===== src/design/bpfa_pkg.sv =====
// Package for the bitmap page frame allocator: request kinds, status codes,
// sequencer states and the control/result bundles of the shared word unit.
// No dependencies.
`timescale 1ns / 1ps

package bpfa_pkg;

   // Bits per bitmap word and the width of a bit index inside a word
   localparam int WORD_BITS = 32;
   localparam int BIT_IDX_W = 5;

   // Request kind, carried on req_tuser
   typedef enum logic [1:0] {
      KIND_ALLOC         = 2'd0,
      KIND_FREE_PAGE     = 2'd1,
      KIND_FREE_RANGE    = 2'd2,
      KIND_RESERVE_RANGE = 2'd3
   } kind_type;

   // Response status, carried on rsp_tuser
   typedef enum logic [1:0] {
      STATUS_DONE     = 2'd0,
      STATUS_NO_FRAME = 2'd1,
      STATUS_REJECTED = 2'd2
   } status_type;

   // Operation of the shared word unit
   typedef enum logic [1:0] {
      WOP_SCAN  = 2'd0,
      WOP_CLEAR = 2'd1,
      WOP_SET   = 2'd2
   } word_op_type;

   // Sequencer states
   typedef enum logic [2:0] {
      ST_INIT = 3'd0,
      ST_IDLE = 3'd1,
      ST_PREP = 3'd2,
      ST_WORK = 3'd3,
      ST_RESP = 3'd4
   } state_type;

   // Word unit control: operation and the inclusive bit span to touch
   typedef struct packed {
      word_op_type          op;
      logic [BIT_IDX_W-1:0] lo_bit;
      logic [BIT_IDX_W-1:0] hi_bit;
   } word_ctl_type;

   // Word unit result: updated word and the lowest clear bit
   typedef struct packed {
      logic [WORD_BITS-1:0] new_word;
      logic [BIT_IDX_W-1:0] zero_idx;
      logic                 has_zero;
   } word_res_type;

endpackage


===== src/design/bpfa_word_unit.sv =====
// Shared bitmap word unit: finds the lowest clear bit of a word and applies
// a set, clear or claim-lowest update. Depends on bpfa_pkg.
`timescale 1ns / 1ps

module bpfa_word_unit (
   input  logic [bpfa_pkg::WORD_BITS-1:0] word,
   input  bpfa_pkg::word_ctl_type         ctl,
   output bpfa_pkg::word_res_type         res
);

   logic [bpfa_pkg::WORD_BITS-1:0] low_zero;
   logic [bpfa_pkg::WORD_BITS-1:0] span_mask;
   logic [bpfa_pkg::BIT_IDX_W-1:0] idx;

   // Isolate the lowest clear bit: ~w & (w + 1) is one-hot or zero
   assign low_zero = ~word & (word + bpfa_pkg::WORD_BITS'(1));

   // Encode the one-hot position, each index bit independently
   always_comb begin
      idx = '0;
      for (int k = 0; k < bpfa_pkg::BIT_IDX_W; k++) begin
         for (int b = 0; b < bpfa_pkg::WORD_BITS; b++) begin
            if (((b >> k) & 1) == 1) begin
               idx[k] = idx[k] | low_zero[b];
            end
         end
      end
   end

   // Bits lo_bit..hi_bit inclusive
   assign span_mask = ({bpfa_pkg::WORD_BITS{1'b1}} << ctl.lo_bit)
                    & ({bpfa_pkg::WORD_BITS{1'b1}} >> (5'd31 - ctl.hi_bit));

   // Apply the update
   always_comb begin
      res.zero_idx = idx;
      res.has_zero = |low_zero;
      case (ctl.op)
         bpfa_pkg::WOP_SCAN:  res.new_word = word | low_zero;
         bpfa_pkg::WOP_CLEAR: res.new_word = word & ~span_mask;
         bpfa_pkg::WOP_SET:   res.new_word = word | span_mask;
         default:             res.new_word = word;
      endcase
   end

endmodule


===== src/design/bitmap_page_frame_allocator_top.sv =====
// Bitmap physical page frame allocator, top level.
// Holds the frame bitmap memory and the sequencer; uses bpfa_pkg and bpfa_word_unit.
`timescale 1ns / 1ps

// One used bit per page frame, 32 frames per word in an on-chip memory of
// ceil(NUM_FRAMES/32) words. After reset a clearing pass writes every word to
// all ones (every frame used), one word per cycle, so requests are taken only
// once that pass ends. One request at a time: req_tready is high only while
// idle. Each request passes the setup states IDLE (capture the beat) and PREP
// (work out the frame span), then the memory streams one word per cycle
// through the shared word unit (read one word while writing back the one
// before), then RESP posts the beat once the output register is free.
// Allocate scans from word 0 and stops at the first word with a clear bit.
// Free page touches one word; free and reserve range touch every word of the
// span. Rejected or empty requests skip the word pass.
// The result sits in an output register, so a new request may be taken while
// it waits. PAGE_BYTES must be a power of two.
module bitmap_page_frame_allocator_top #(
   parameter int NUM_FRAMES = 1024,
   parameter int PAGE_BYTES = 4096
) (
   input  logic        clock,
   input  logic        reset,
   // request channel
   input  logic        req_tvalid,
   output logic        req_tready,
   input  logic [63:0] req_tdata,   // [31:0] byte_address, [63:32] range_length
   input  logic [1:0]  req_tuser,   // [1:0] kind
   // response channel
   output logic        rsp_tvalid,
   input  logic        rsp_tready,
   output logic [31:0] rsp_tdata,   // [31:0] page_address
   output logic [1:0]  rsp_tuser    // [1:0] status
);

   localparam int W   = (NUM_FRAMES + 31) / 32;
   localparam int WAW = (W > 1) ? $clog2(W) : 1;
   localparam int WCW = $clog2(W + 1);
   localparam int FW  = $clog2(NUM_FRAMES + 1);
   localparam int SH  = $clog2(PAGE_BYTES);
   localparam int SW  = 32 - SH;
   localparam int EW  = 33 - SH;

   localparam logic [WCW-1:0] LAST_WORD = WCW'(W - 1);
   localparam logic [FW-1:0]  NF_F      = FW'(NUM_FRAMES);
   localparam logic [EW-1:0]  NF_E      = EW'(NUM_FRAMES);
   localparam logic [FW-1:0]  LAST_FRM  = FW'(NUM_FRAMES - 1);

   // Bitmap memory
   logic [31:0] mem [W];
   logic [31:0] mem_rdata_ff;
   logic        mem_rd_en;
   logic [WAW-1:0] mem_rd_addr;
   logic        mem_wr_en;
   logic [WAW-1:0] mem_wr_addr;
   logic [31:0] mem_wr_data;

   // Sequencer and datapath registers
   bpfa_pkg::state_type   state_ff, state_in;
   bpfa_pkg::kind_type    kind_ff, kind_in;
   bpfa_pkg::word_op_type op_ff, op_in;
   logic [31:0]   addr_ff, addr_in;
   logic [32:0]   sum_ff, sum_in;
   logic [FW-1:0] first_ff, first_in;
   logic [FW-1:0] lastm1_ff, lastm1_in;
   logic [WCW-1:0] rd_cnt_ff, rd_cnt_in;
   logic          rd_vld_ff, rd_vld_in;
   logic [WAW-1:0] rd_idx_ff, rd_idx_in;
   logic [31:0]   res_addr_ff, res_addr_in;
   bpfa_pkg::status_type res_status_ff, res_status_in;
   logic          rsp_tvalid_ff, rsp_tvalid_in;
   logic [31:0]   rsp_tdata_ff, rsp_tdata_in;
   logic [1:0]    rsp_tuser_ff, rsp_tuser_in;

   // Decode
   logic [SW-1:0]  start_frm;
   logic [EW-1:0]  end_frm;
   logic [EW-1:0]  last_clip;
   logic           free_bad;
   logic           range_empty;
   logic [WAW-1:0] first_w;
   logic [WAW-1:0] last_w;
   logic [FW-1:0]  scan_frame;
   logic           scan_hit;
   logic           scan_fail;
   logic           work_done;
   logic           issue;
   logic           slot_free;

   bpfa_pkg::word_ctl_type wctl;
   bpfa_pkg::word_res_type wres;

   bpfa_word_unit u_word_unit (
      .word (mem_rdata_ff),
      .ctl  (wctl),
      .res  (wres)
   );

   // Request decode and word-pass conditions
   always_comb begin
      start_frm   = addr_ff[31:SH];
      end_frm     = sum_ff[32:SH];
      last_clip   = (end_frm > NF_E) ? NF_E : end_frm;
      free_bad    = (addr_ff == 32'd0) || (addr_ff[SH-1:0] != '0)
                 || (EW'(start_frm) >= NF_E);
      range_empty = (EW'(start_frm) >= last_clip);
      first_w     = WAW'(first_ff >> 5);
      last_w      = WAW'(lastm1_ff >> 5);
      scan_frame  = FW'({rd_idx_ff, wres.zero_idx});
      scan_hit    = rd_vld_ff && wres.has_zero && (scan_frame < NF_F);
      scan_fail   = rd_vld_ff && (wres.has_zero ? (scan_frame >= NF_F)
                                                : (rd_idx_ff == last_w));
      if (op_ff == bpfa_pkg::WOP_SCAN) begin
         work_done = scan_hit || scan_fail;
      end else begin
         work_done = rd_vld_ff && (rd_idx_ff == last_w);
      end
      issue     = (state_ff == bpfa_pkg::ST_WORK) && (rd_cnt_ff <= WCW'(last_w))
               && !work_done;
      slot_free = !rsp_tvalid_ff || rsp_tready;
   end

   // Word unit control: span limits on the first and last word of the pass
   always_comb begin
      wctl.op     = op_ff;
      wctl.lo_bit = (rd_idx_ff == first_w) ? first_ff[4:0] : 5'd0;
      wctl.hi_bit = (rd_idx_ff == last_w) ? lastm1_ff[4:0] : 5'd31;
   end

   // Next state
   always_comb begin
      state_in = state_ff;
      case (state_ff)
         bpfa_pkg::ST_INIT: begin
            if (rd_cnt_ff == LAST_WORD) state_in = bpfa_pkg::ST_IDLE;
         end
         bpfa_pkg::ST_IDLE: begin
            if (req_tvalid) state_in = bpfa_pkg::ST_PREP;
         end
         bpfa_pkg::ST_PREP: begin
            case (kind_ff)
               bpfa_pkg::KIND_ALLOC:     state_in = bpfa_pkg::ST_WORK;
               bpfa_pkg::KIND_FREE_PAGE: state_in = free_bad ? bpfa_pkg::ST_RESP
                                                             : bpfa_pkg::ST_WORK;
               default:                  state_in = range_empty ? bpfa_pkg::ST_RESP
                                                                : bpfa_pkg::ST_WORK;
            endcase
         end
         bpfa_pkg::ST_WORK: begin
            if (work_done) state_in = bpfa_pkg::ST_RESP;
         end
         bpfa_pkg::ST_RESP: begin
            if (slot_free) state_in = bpfa_pkg::ST_IDLE;
         end
         default: state_in = bpfa_pkg::ST_INIT;
      endcase
   end

   // Datapath, memory port and response register controls
   always_comb begin
      kind_in       = kind_ff;
      op_in         = op_ff;
      addr_in       = addr_ff;
      sum_in        = sum_ff;
      first_in      = first_ff;
      lastm1_in     = lastm1_ff;
      rd_cnt_in     = rd_cnt_ff;
      rd_vld_in     = 1'b0;
      rd_idx_in     = rd_idx_ff;
      res_addr_in   = res_addr_ff;
      res_status_in = res_status_ff;
      rsp_tvalid_in = rsp_tvalid_ff && !rsp_tready;
      rsp_tdata_in  = rsp_tdata_ff;
      rsp_tuser_in  = rsp_tuser_ff;
      mem_rd_en     = 1'b0;
      mem_rd_addr   = WAW'(rd_cnt_ff);
      mem_wr_en     = 1'b0;
      mem_wr_addr   = rd_idx_ff;
      mem_wr_data   = wres.new_word;

      case (state_ff)
         // clearing pass: every word to all ones
         bpfa_pkg::ST_INIT: begin
            mem_wr_en   = 1'b1;
            mem_wr_addr = WAW'(rd_cnt_ff);
            mem_wr_data = '1;
            rd_cnt_in   = rd_cnt_ff + WCW'(1);
         end
         // capture the request beat
         bpfa_pkg::ST_IDLE: begin
            if (req_tvalid) begin
               kind_in = bpfa_pkg::kind_type'(req_tuser[1:0]);
               addr_in = req_tdata[31:0];
               sum_in  = {1'b0, req_tdata[31:0]} + {1'b0, req_tdata[63:32]};
            end
         end
         // frame span and early results
         bpfa_pkg::ST_PREP: begin
            res_addr_in   = '1;
            res_status_in = bpfa_pkg::STATUS_DONE;
            case (kind_ff)
               bpfa_pkg::KIND_ALLOC: begin
                  op_in     = bpfa_pkg::WOP_SCAN;
                  first_in  = '0;
                  lastm1_in = LAST_FRM;
               end
               bpfa_pkg::KIND_FREE_PAGE: begin
                  op_in     = bpfa_pkg::WOP_CLEAR;
                  first_in  = FW'(start_frm);
                  lastm1_in = FW'(start_frm);
                  if (free_bad) res_status_in = bpfa_pkg::STATUS_REJECTED;
               end
               bpfa_pkg::KIND_FREE_RANGE: begin
                  op_in     = bpfa_pkg::WOP_CLEAR;
                  first_in  = FW'(start_frm);
                  lastm1_in = FW'(last_clip - EW'(1));
               end
               default: begin
                  op_in     = bpfa_pkg::WOP_SET;
                  first_in  = FW'(start_frm);
                  lastm1_in = FW'(last_clip - EW'(1));
               end
            endcase
            rd_cnt_in = WCW'(first_in >> 5);
         end
         // streaming read-modify-write over the span
         bpfa_pkg::ST_WORK: begin
            mem_rd_en = issue;
            rd_vld_in = issue;
            rd_idx_in = WAW'(rd_cnt_ff);
            if (issue) rd_cnt_in = rd_cnt_ff + WCW'(1);
            if (op_ff == bpfa_pkg::WOP_SCAN) begin
               mem_wr_en = scan_hit;
               if (scan_hit) begin
                  res_addr_in   = 32'(scan_frame) << SH;
                  res_status_in = bpfa_pkg::STATUS_DONE;
               end else if (scan_fail) begin
                  res_addr_in   = '1;
                  res_status_in = bpfa_pkg::STATUS_NO_FRAME;
               end
            end else begin
               mem_wr_en = rd_vld_ff;
            end
         end
         // post the result beat
         bpfa_pkg::ST_RESP: begin
            if (slot_free) begin
               rsp_tvalid_in = 1'b1;
               rsp_tdata_in  = res_addr_ff;
               rsp_tuser_in  = res_status_ff;
            end
         end
         default: begin
         end
      endcase
   end

   // Bitmap memory: one write port, one registered read port
   always_ff @(posedge clock) begin
      if (mem_wr_en) mem[mem_wr_addr] <= mem_wr_data;
      if (mem_rd_en) mem_rdata_ff <= mem[mem_rd_addr];
   end

   // Control registers
   always_ff @(posedge clock) begin
      if (reset) begin
         state_ff      <= bpfa_pkg::ST_INIT;
         rd_cnt_ff     <= '0;
         rd_vld_ff     <= 1'b0;
         rsp_tvalid_ff <= 1'b0;
      end else begin
         state_ff      <= state_in;
         rd_cnt_ff     <= rd_cnt_in;
         rd_vld_ff     <= rd_vld_in;
         rsp_tvalid_ff <= rsp_tvalid_in;
      end
   end

   // Payload registers
   always_ff @(posedge clock) begin
      kind_ff       <= kind_in;
      op_ff         <= op_in;
      addr_ff       <= addr_in;
      sum_ff        <= sum_in;
      first_ff      <= first_in;
      lastm1_ff     <= lastm1_in;
      rd_idx_ff     <= rd_idx_in;
      res_addr_ff   <= res_addr_in;
      res_status_ff <= res_status_in;
      rsp_tdata_ff  <= rsp_tdata_in;
      rsp_tuser_ff  <= rsp_tuser_in;
   end

   assign req_tready = (state_ff == bpfa_pkg::ST_IDLE);
   assign rsp_tvalid = rsp_tvalid_ff;
   assign rsp_tdata  = rsp_tdata_ff;
   assign rsp_tuser  = rsp_tuser_ff;

   // Claiming a frame sets exactly one more bit in the scanned word
   a_claim_one_bit: assert property (@(posedge clock) disable iff (reset)
      (mem_wr_en && state_ff == bpfa_pkg::ST_WORK && op_ff == bpfa_pkg::WOP_SCAN)
      |-> ($countones(mem_wr_data) == $countones(mem_rdata_ff) + 1))
      else $error("allocation write did not claim exactly one frame");

   // Any beat with a status other than done carries all ones
   a_fail_addr_ones: assert property (@(posedge clock) disable iff (reset)
      (rsp_tvalid && rsp_tuser != bpfa_pkg::STATUS_DONE) |-> (rsp_tdata == '1))
      else $error("failure beat without all-ones address");

   // A taken request makes the block busy on the next cycle
   a_busy_after_take: assert property (@(posedge clock) disable iff (reset)
      (req_tvalid && req_tready) |=> !req_tready)
      else $error("request taken while a request was in flight");

   // Pipelined reads exist only inside a word pass
   a_read_in_pass: assert property (@(posedge clock) disable iff (reset)
      rd_vld_ff |-> (state_ff == bpfa_pkg::ST_WORK))
      else $error("word read pending outside a word pass");

endmodule

===== config.mk =====
export PLATFORM = sky130hd
export DESIGN_NAME = bitmap_page_frame_allocator_top
export DESIGN_NICKNAME = d
export VERILOG_FILES = /design/src/design/bpfa_pkg.sv /design/src/design/bpfa_word_unit.sv /design/src/design/bitmap_page_frame_allocator_top.sv
export SDC_FILE = /design/constraint.sdc
export NUM_CORES = 1
export LEC_CHECK = 0
export ABC_AREA = 1
export BUFFER_PORTS_ARGS = -buffer_cell sky130_fd_sc_hd__buf_2
export CORE_ASPECT_RATIO = 0.7
export CORE_MARGIN = 2
export CORE_UTILIZATION = 50
export DETAILED_ROUTE_END_ITERATION = 10
export HOLD_SLACK_MARGIN = 0.1
export PLACE_DENSITY = 0.72
export SLEW_MARGIN = 25
export SYNTH_ARGS = -nofsm -noshare
export SYNTH_HDL_FRONTEND = slang
export SYNTH_SLANG_ARGS = --single-unit

===== constraint.sdc =====
create_clock -name clock -period 4.6 [get_ports clock]
set_input_delay 0.46 -clock clock [delete_from_list [all_inputs] [get_ports clock]]
set_output_delay 0.46 -clock clock [all_outputs]
set_load 0.01 [all_outputs]

==> results of run 1 <==
==> through the flow <==
stage	hold slack, ns	std cells	setup WS (ns)
6_report	0.150	5897	0.852
5_1_grt	0.159	5896	0.594
4_1_cts	0.112	5895	0.778
3_5_place_dp	0.406	5662	0.786
3_3_place_gp	0.402	5662	0.710
2_1_floorplan	0.400	4360	0.929
==> Yosys cell counts (all sizes together) (4+ instances only) <==
cell type  number
o22ai         164
o221ai         94
clkbuf        216
a31oi           8
nand3b          4
nor2          790
edfxtp       1164
o21bai          5
ha             61
nand3         165
inv           210
xor2           18
o211ai         54
buf            45
nor3           23
nor4           15
dfxtp          11
nand4          56
nand2         485
a22oi           6
o21ai         622
a21oi          91
xnor2          11
o21a            7
==> cell families (layout without fill, tap and decap cells) <==
family          after synthesis  count (layout)  share of synthesized area (%)
simple gates               1546            1546                           12.7
buf+inv                     471             671                           3.68
other cells                   1              10                        0.00740
xor+xnor                     29              29                          0.501
fa+ha+maj                    61              61                           1.51
flops                      1175            1175                           69.4
compound gates             1069            1069                           12.2
==> cell usage in the layout, fill, tap and decap left out, types with 12 or more instances in the layout <==
| cell | synthesis | layout |
|---|---|---|
| clkbuf_1 | 216 | 22 |
| nor3_1 | 22 | 21 |
| nor4_1 | 15 | 15 |
| buf_12 | 0 | 20 |
| o21ai_0 | 620 | 619 |
| nor2_2 | 12 | 12 |
| buf_4 | 21 | 102 |
| o221ai_1 | 94 | 93 |
| clkinv_1 | 0 | 26 |
| a21oi_1 | 91 | 91 |
| buf_2 | 5 | 105 |
| xor2_1 | 18 | 18 |
| nor2_4 | 3 | 36 |
| ha_1 | 61 | 61 |
| nand2_2 | 11 | 15 |
| o22ai_1 | 164 | 164 |
| clkbuf_16 | 0 | 106 |
| dlygate4sd3_1 | 0 | 36 |
| clkinv_2 | 0 | 24 |
| inv_1 | 206 | 201 |
| nand3_1 | 158 | 156 |
| nor2_1 | 774 | 741 |
| nand2_1 | 468 | 464 |
| o211ai_1 | 54 | 54 |
| edfxtp_1 | 1164 | 1164 |
| nand4_1 | 56 | 56 |
==> worst max-delay path, stage by stage (launching register included) <==
cell,delay [ns]
edfxtp_1,0.56
nand2_1,0.19
nor2_2,0.29
nand2_1,0.20
nor2_1,0.21
nand2_1,0.09
nand2_1,0.13
nor2_1,0.06
nand2_1,0.09
nor2_2,0.07
nand2_4,0.08
nand2_4,0.07
nor2_8,0.19
inv_4,0.06
nand3_4,0.17
nand2_4,0.17
nor2_4,0.11
buf_4,0.56
==> layer usage <==
layer | GRT usage, % | share of wire (%) | vias to the layer above
met5 | 0 | 0 | -
met1 | 46.2 | 44 | 17575
met3 | 7.51 | 13 | 247
met4 | 7.24 | 2.5 | 0
met2 | 38.5 | 40 | 2253
li1 | - | - | 16092
==> timing repair <==
action                                 4_1_cts  5_1_grt
resized for setup                            0        0
endpoints found under the hold margin       37        0
hold buffers                                36        0
==> registers in the layout (all words and copies together), names as in the netlist, 6 cells and up <==
register,flops
mem,1024
addr_ff,32
mem_rdata_ff,32
sum_ff,21
res_addr_ff,11
rsp_tdata,11
first_ff,10
lastm1_ff,10
rd_cnt_ff,6
==> final cells by class <==
class                   count  share of cell area (%)
multi-input cells        2714                    24.5
clock buffers             128                    4.79
repair buffers            264                    3.64
well taps                1336                    2.93
flip-flops and latches   1175                    61.6
clock inverters            69                    1.10
diodes                      1                 0.00438
inverters                 210                    1.41
==> path summary, 6_finish.rpt <==
| check | to | slack (ns) |
|---|---|---|
| worst max register to register | mem[24][16]$_DFFE_PP_ | 0.85 |
| worst min register to register | rsp_tdata[19]$_DFFE_PP_ | 0.42 |
| worst min-delay path | state_ff[2]$_SDFFE_PP0P_ | 0.15 |
| worst max-delay path | mem[24][16]$_DFFE_PP_ | 0.85 |
==> where the power goes <==
group          internal, uW  total (uW)  switching [uW]  leakage (uW)
clock network          4710        8700            3980       0.00163
logic                   490        1650            1160       0.00698
registers             11700       11700            37.7        0.0103
==> flow_metrics.env, run 1 <==
export IMPL_hold_class="input port to flip-flop"
export IMPL_syn_to_final_growth_pct=12.6
export IMPL_fin_util_pct=56.9
export IMPL_finalNetCount=4601
export IMPL_cp_data_required_time_ns=4.95
export IMPL_clock_root_buffer="clkbuf_16"
export IMPL_synthCells=4352
export IMPL_cts_buffers=105
export IMPL_rsz0062_at_grt="false"
export IMPL_seqCellArea_um2=35200
export IMPL_port_buffers=105
export IMPL_wl_per_cell_um=25.6
export IMPL_drt_iter0_drc=5378
export IMPL_hp_start="rsp_tready"
export IMPL_async_reset_ff_share_pct=0
export IMPL_io_pins=106
export IMPL_fin_crit_ns=3.75
export IMPL_netlist_top_cells_area="edfxtp_1, o21ai_0, nor2_1, nand2_1, o22ai_1"
export IMPL_synth_top_area_cell="edfxtp_1"
export IMPL_crit_type="flip-flop to flip-flop"
export IMPL_fmax_mhz=267
export IMPL_cap_viol_max_count=0
export IMPL_clock_path_buffers=3
export IMPL_power_density_nw_per_um2=386
export IMPL_yosysTopAreaCellShare_pct=69.0
export IMPL_drt_wl_total_um=151000
export IMPL_drv_slew=0
export IMPL_die_y_um=270
export IMPL_route_vias_total=36167
export IMPL_fillers=8141
export IMPL_row_count=97
export IMPL_ys_warn_count=0
export IMPL_viasPerCell=6.13
export IMPL_die_width_um=385
export IMPL_clkTransAtPathRegs_ns=0.06
export IMPL_postRouteAntennaNets=0
export IMPL_setup_worst_path_start="mem_rdata_ff[15]$_DFFE_PP_"
export IMPL_rr_worst_depth=17
export IMPL_cp_max_fo=32
export IMPL_worst_pin_slew_ns=1.09
export IMPL_leakagePower_uw=0.0189
export IMPL_insertion_delay_ns=0.72
export IMPL_max_slew_margin_pct=27.3
export IMPL_avgSynthCellArea_um2=11.6
export IMPL_outcome="finished clean"
export IMPL_startpoint_type="flip-flop"
export IMPL_design_area_um2=57100
export IMPL_globalplace_congestion=1.03
export IMPL_ys_dominant_reg_cell="edfxtp_1"
export IMPL_first_pass_iters=6
export IMPL_ys_seq_area_share_pct=69.4
export IMPL_dp_hpwl_um=92100
export IMPL_core_um2=100000
export IMPL_dpl_instance_area_um2=53300
export IMPL_route_detailed_drc=0
export IMPL_grt_ovfl_total=0
export IMPL_cp_arrival_ns=4.09
export IMPL_skew_ns=0.0271
export IMPL_multi_input_area_um2=14000
export IMPL_ys_seq_elements=1175
export IMPL_vdd_drop_max_uv=371
export IMPL_fin_tns_setup_ns=0
export IMPL_die_area_um2=104000
export IMPL_ctsHtreeMaxLevel=3
export IMPL_clock_sinks=1175
export IMPL_initial_core_util_pct=50.5
export IMPL_grtUsageTotal_pct=28.8
export IMPL_synth_edff_count=1164
export IMPL_min_path_cells=6
export IMPL_fin_crit_sh_pct=81.5
export IMPL_cts_tree="built"
export IMPL_grt_max_degree=207
export IMPL_yosysUniqueCellTypes=53
export IMPL_antenna_found_initial=3
export IMPL_power_uw=22000
export IMPL_hold_viol=0
export IMPL_grt_pass1_wl_um=222000
export IMPL_r2r_start="mem_rdata_ff[15]$_DFFE_PP_"
export IMPL_grt_pass1_vias=33468
export IMPL_setup_violations=0
export IMPL_synth_area_um2=50700
export IMPL_cts_setup_buffers=0
export IMPL_worstSetupEndpointType="flip-flop"
export IMPL_drive_gt1_share_pct=10.5
Power figures use the tool's default switching activity.
==> inputs of run 2 (changes only) <==
ABC_AREA = 0   (was 1)
clock period = 3.8 ns   (was 4.6 ns; I/O delays follow)
==> flow_metrics.env, run 2 <==
export IMPL_layout_commonest_cell="edfxtp_1"
export IMPL_cp_data_required_time_ns=4.18
export IMPL_grt_pass1_vias=25936
export IMPL_io_pins=106
export IMPL_fin_crit_ns=3.69
export IMPL_clkTransAtPathRegs_ns=0.07
export IMPL_fillers=6977
export IMPL_first_pass_iters=5
export IMPL_core_um2=96500
export IMPL_row_count=95
export IMPL_synth_area_um2=48900
export IMPL_cts_tree="built"
export IMPL_slowest_stage="edfxtp_1"
export IMPL_worstSetupEndpointType="flip-flop"
export IMPL_ys_seq_elements=1175
export IMPL_postRouteAntennaNets=0
export IMPL_synth_top_area_cell="edfxtp_1"
export IMPL_fin_crit_sh_pct=97.2
export IMPL_route_detailed_drc=0
export IMPL_crit_buf_inv=1
export IMPL_hold_viol=0
export IMPL_grt_ovfl_total=0
export IMPL_grt_max_degree=95
export IMPL_seqCellArea_um2=35200
export IMPL_ctsHtreeMaxLevel=3
export IMPL_grtUsageTotal_pct=25.9
export IMPL_syn_to_final_growth_pct=15.4
export IMPL_startpoint_type="flip-flop"
export IMPL_worst_pin_slew_ns=1.14
export IMPL_cts_setup_buffers=0
export IMPL_insertion_delay_ns=0.74
export IMPL_crit_type="flip-flop to flip-flop"
export IMPL_largest_register_ffs=1024
export IMPL_cp_arrival_ns=4.07
export IMPL_max_stage_delay_ns=0.56
export IMPL_route_vias_total=26712
export IMPL_grt_pass1_wl_um=186000
export IMPL_cp_max_fo=15
export IMPL_ys_dominant_reg_cell="edfxtp_1"
export IMPL_clock_sinks=1175
export IMPL_regMostFlops="mem"
export IMPL_worst_slack_ns=0.107
export IMPL_cts_buffers=106
export IMPL_rr_worst_depth=9
export IMPL_drv_slew=0
export IMPL_drt_iter0_drc=3680
export IMPL_crit_cells=9
export IMPL_wl_per_cell_um=30.4
export IMPL_crit_chain="nand4_2 -> nor4_2 -> nand3_2 -> o311ai_2 -> or4_1 -> o31a_4 -> o211ai_2 -> nor2_4 -> buf_4"
export IMPL_hold_worst_slack_ns=0.151
export IMPL_yosysTopAreaCellShare_pct=71.4
export IMPL_antenna_found_initial=7
export IMPL_leakagePower_uw=0.0187
export IMPL_ys_warn_count=0
export IMPL_power_uw=26300
export IMPL_async_reset_ff_share_pct=0
export IMPL_largest_registers="mem: 1024 flops, addr_ff: 32 flops, mem_rdata_ff: 32 flops"
export IMPL_multi_input_area_um2=13200
export IMPL_dp_hpwl_um=85100
export IMPL_path_delay_family="simple AND/OR/NAND/NOR gates"
export IMPL_setup_violations=0
export IMPL_netlist_top_cells_area="edfxtp_1, mux4_2, ha_1, nand2_1, nor2_1"
export IMPL_viasPerCell=6.32
export IMPL_yosysUniqueCellTypes=80
export IMPL_hold_class="input port to flip-flop"
export IMPL_initial_core_util_pct=50.7
export IMPL_die_y_um=266
export IMPL_place_ws_ns=0.167
export IMPL_synth_common_cells="edfxtp_1, mux4_2, nand2_1, nor2_1, clkbuf_1"
export IMPL_synthCells=2558
export IMPL_finalNetCount=2953
export IMPL_clock_path_buffers=3
export IMPL_synth_edff_count=1164
export IMPL_rsz0062_at_grt="false"
export IMPL_vdd_drop_max_uv=401
export IMPL_port_buffers=105
export IMPL_cap_viol_max_count=0
export IMPL_die_width_um=378
export IMPL_fmax_mhz=271
export IMPL_drive_gt1_share_pct=28.9
export IMPL_synth_most_common_cell="edfxtp_1"
export IMPL_ys_seq_area_share_pct=71.9
export IMPL_max_slew_margin_pct=23.8
export IMPL_power_density_nw_per_um2=466
export IMPL_fin_util_pct=58.5
export IMPL_fin_tns_setup_ns=0
export IMPL_clock_root_buffer="clkbuf_16"
export IMPL_outcome="finished clean"
export IMPL_die_area_um2=100000
export IMPL_globalplace_congestion=0.932
export IMPL_skew_ns=0.0526
export IMPL_final_cell_mix="edfxtp_1, mux4_2, nand2_1, clkbuf_16"
export IMPL_drt_wl_total_um=128000
export IMPL_avgSynthCellArea_um2=19.1
export IMPL_min_path_cells=4
run 2: worst paths after layout:
kind / start / end / slack, ns
max: mem_rdata_ff[8]$_DFFE_PP_ / mem[31][23]$_DFFE_PP_ / 0.11
min: req_tvalid / state_ff[0]$_SDFFE_PP0P_ / 0.15
max reg2reg: mem_rdata_ff[8]$_DFFE_PP_ / mem[31][23]$_DFFE_PP_ / 0.11
min reg2reg: res_addr_ff[17]$_SDFFCE_PN1P_ / rsp_tdata[17]$_DFFE_PP_ / 0.42
run 2: cell type report:
type | instances | area share [%]
Antenna cell | 2 | 0.00886
Clock buffer | 124 | 4.82
Clock inverter | 75 | 1.41
Inverter | 41 | 0.272
Multi-Input combinational cell | 1197 | 23.4
Sequential cell | 1175 | 62.3
Tap cell | 1309 | 2.90
Timing Repair Buffer | 301 | 4.86
run 2: per-stage QoR:
stage	cell area (um2)	instances
global placement	52600	3984
detailed placement	52600	3984
finish	56500	4224
global route	56500	4222
floorplan	49000	2566
CTS	56500	4222
run 2: power by group:
group / leakage [uW] / switching [uW] / internal [uW]
Sequential: 0.0115 / 20.6 / 14100
Combinational: 0.00552 / 749 / 611
Clock: 0.00171 / 4810 / 6050
run 2: repair_timing:
item | 4_1_cts | 5_1_grt
endpoints found under the hold margin | 45 | 0
hold buffers | 39 | 0
setup endpoints to repair | 0 | 174
resized for setup | 0 | 3
run 2: cells by family after synthesis:
family | Yosys count | share of synthesized area [%]
compound gates | 309 | 4.36
xor+xnor | 31 | 0.555
fa+ha+maj | 61 | 1.56
buf+inv | 194 | 1.70
flops | 1175 | 71.9
mux | 357 | 15.6
other cells | 1 | 0.00766
simple gates | 430 | 4.39
run 2: metal layers:
metal	GRT usage, %	share of wire, %	vias up
met1	41.0	44	14032
met4	5.22	1.8	2
met3	7.23	11	165
met2	35.9	43	1385
met5	0.194	0.012	-
li1	-	-	11128
run 2: worst min-delay path: stages:
cell	delay, ns
buf_2	0.12
o21ai_0	0.17
nor3_1	0.06
nor2_1	0.07
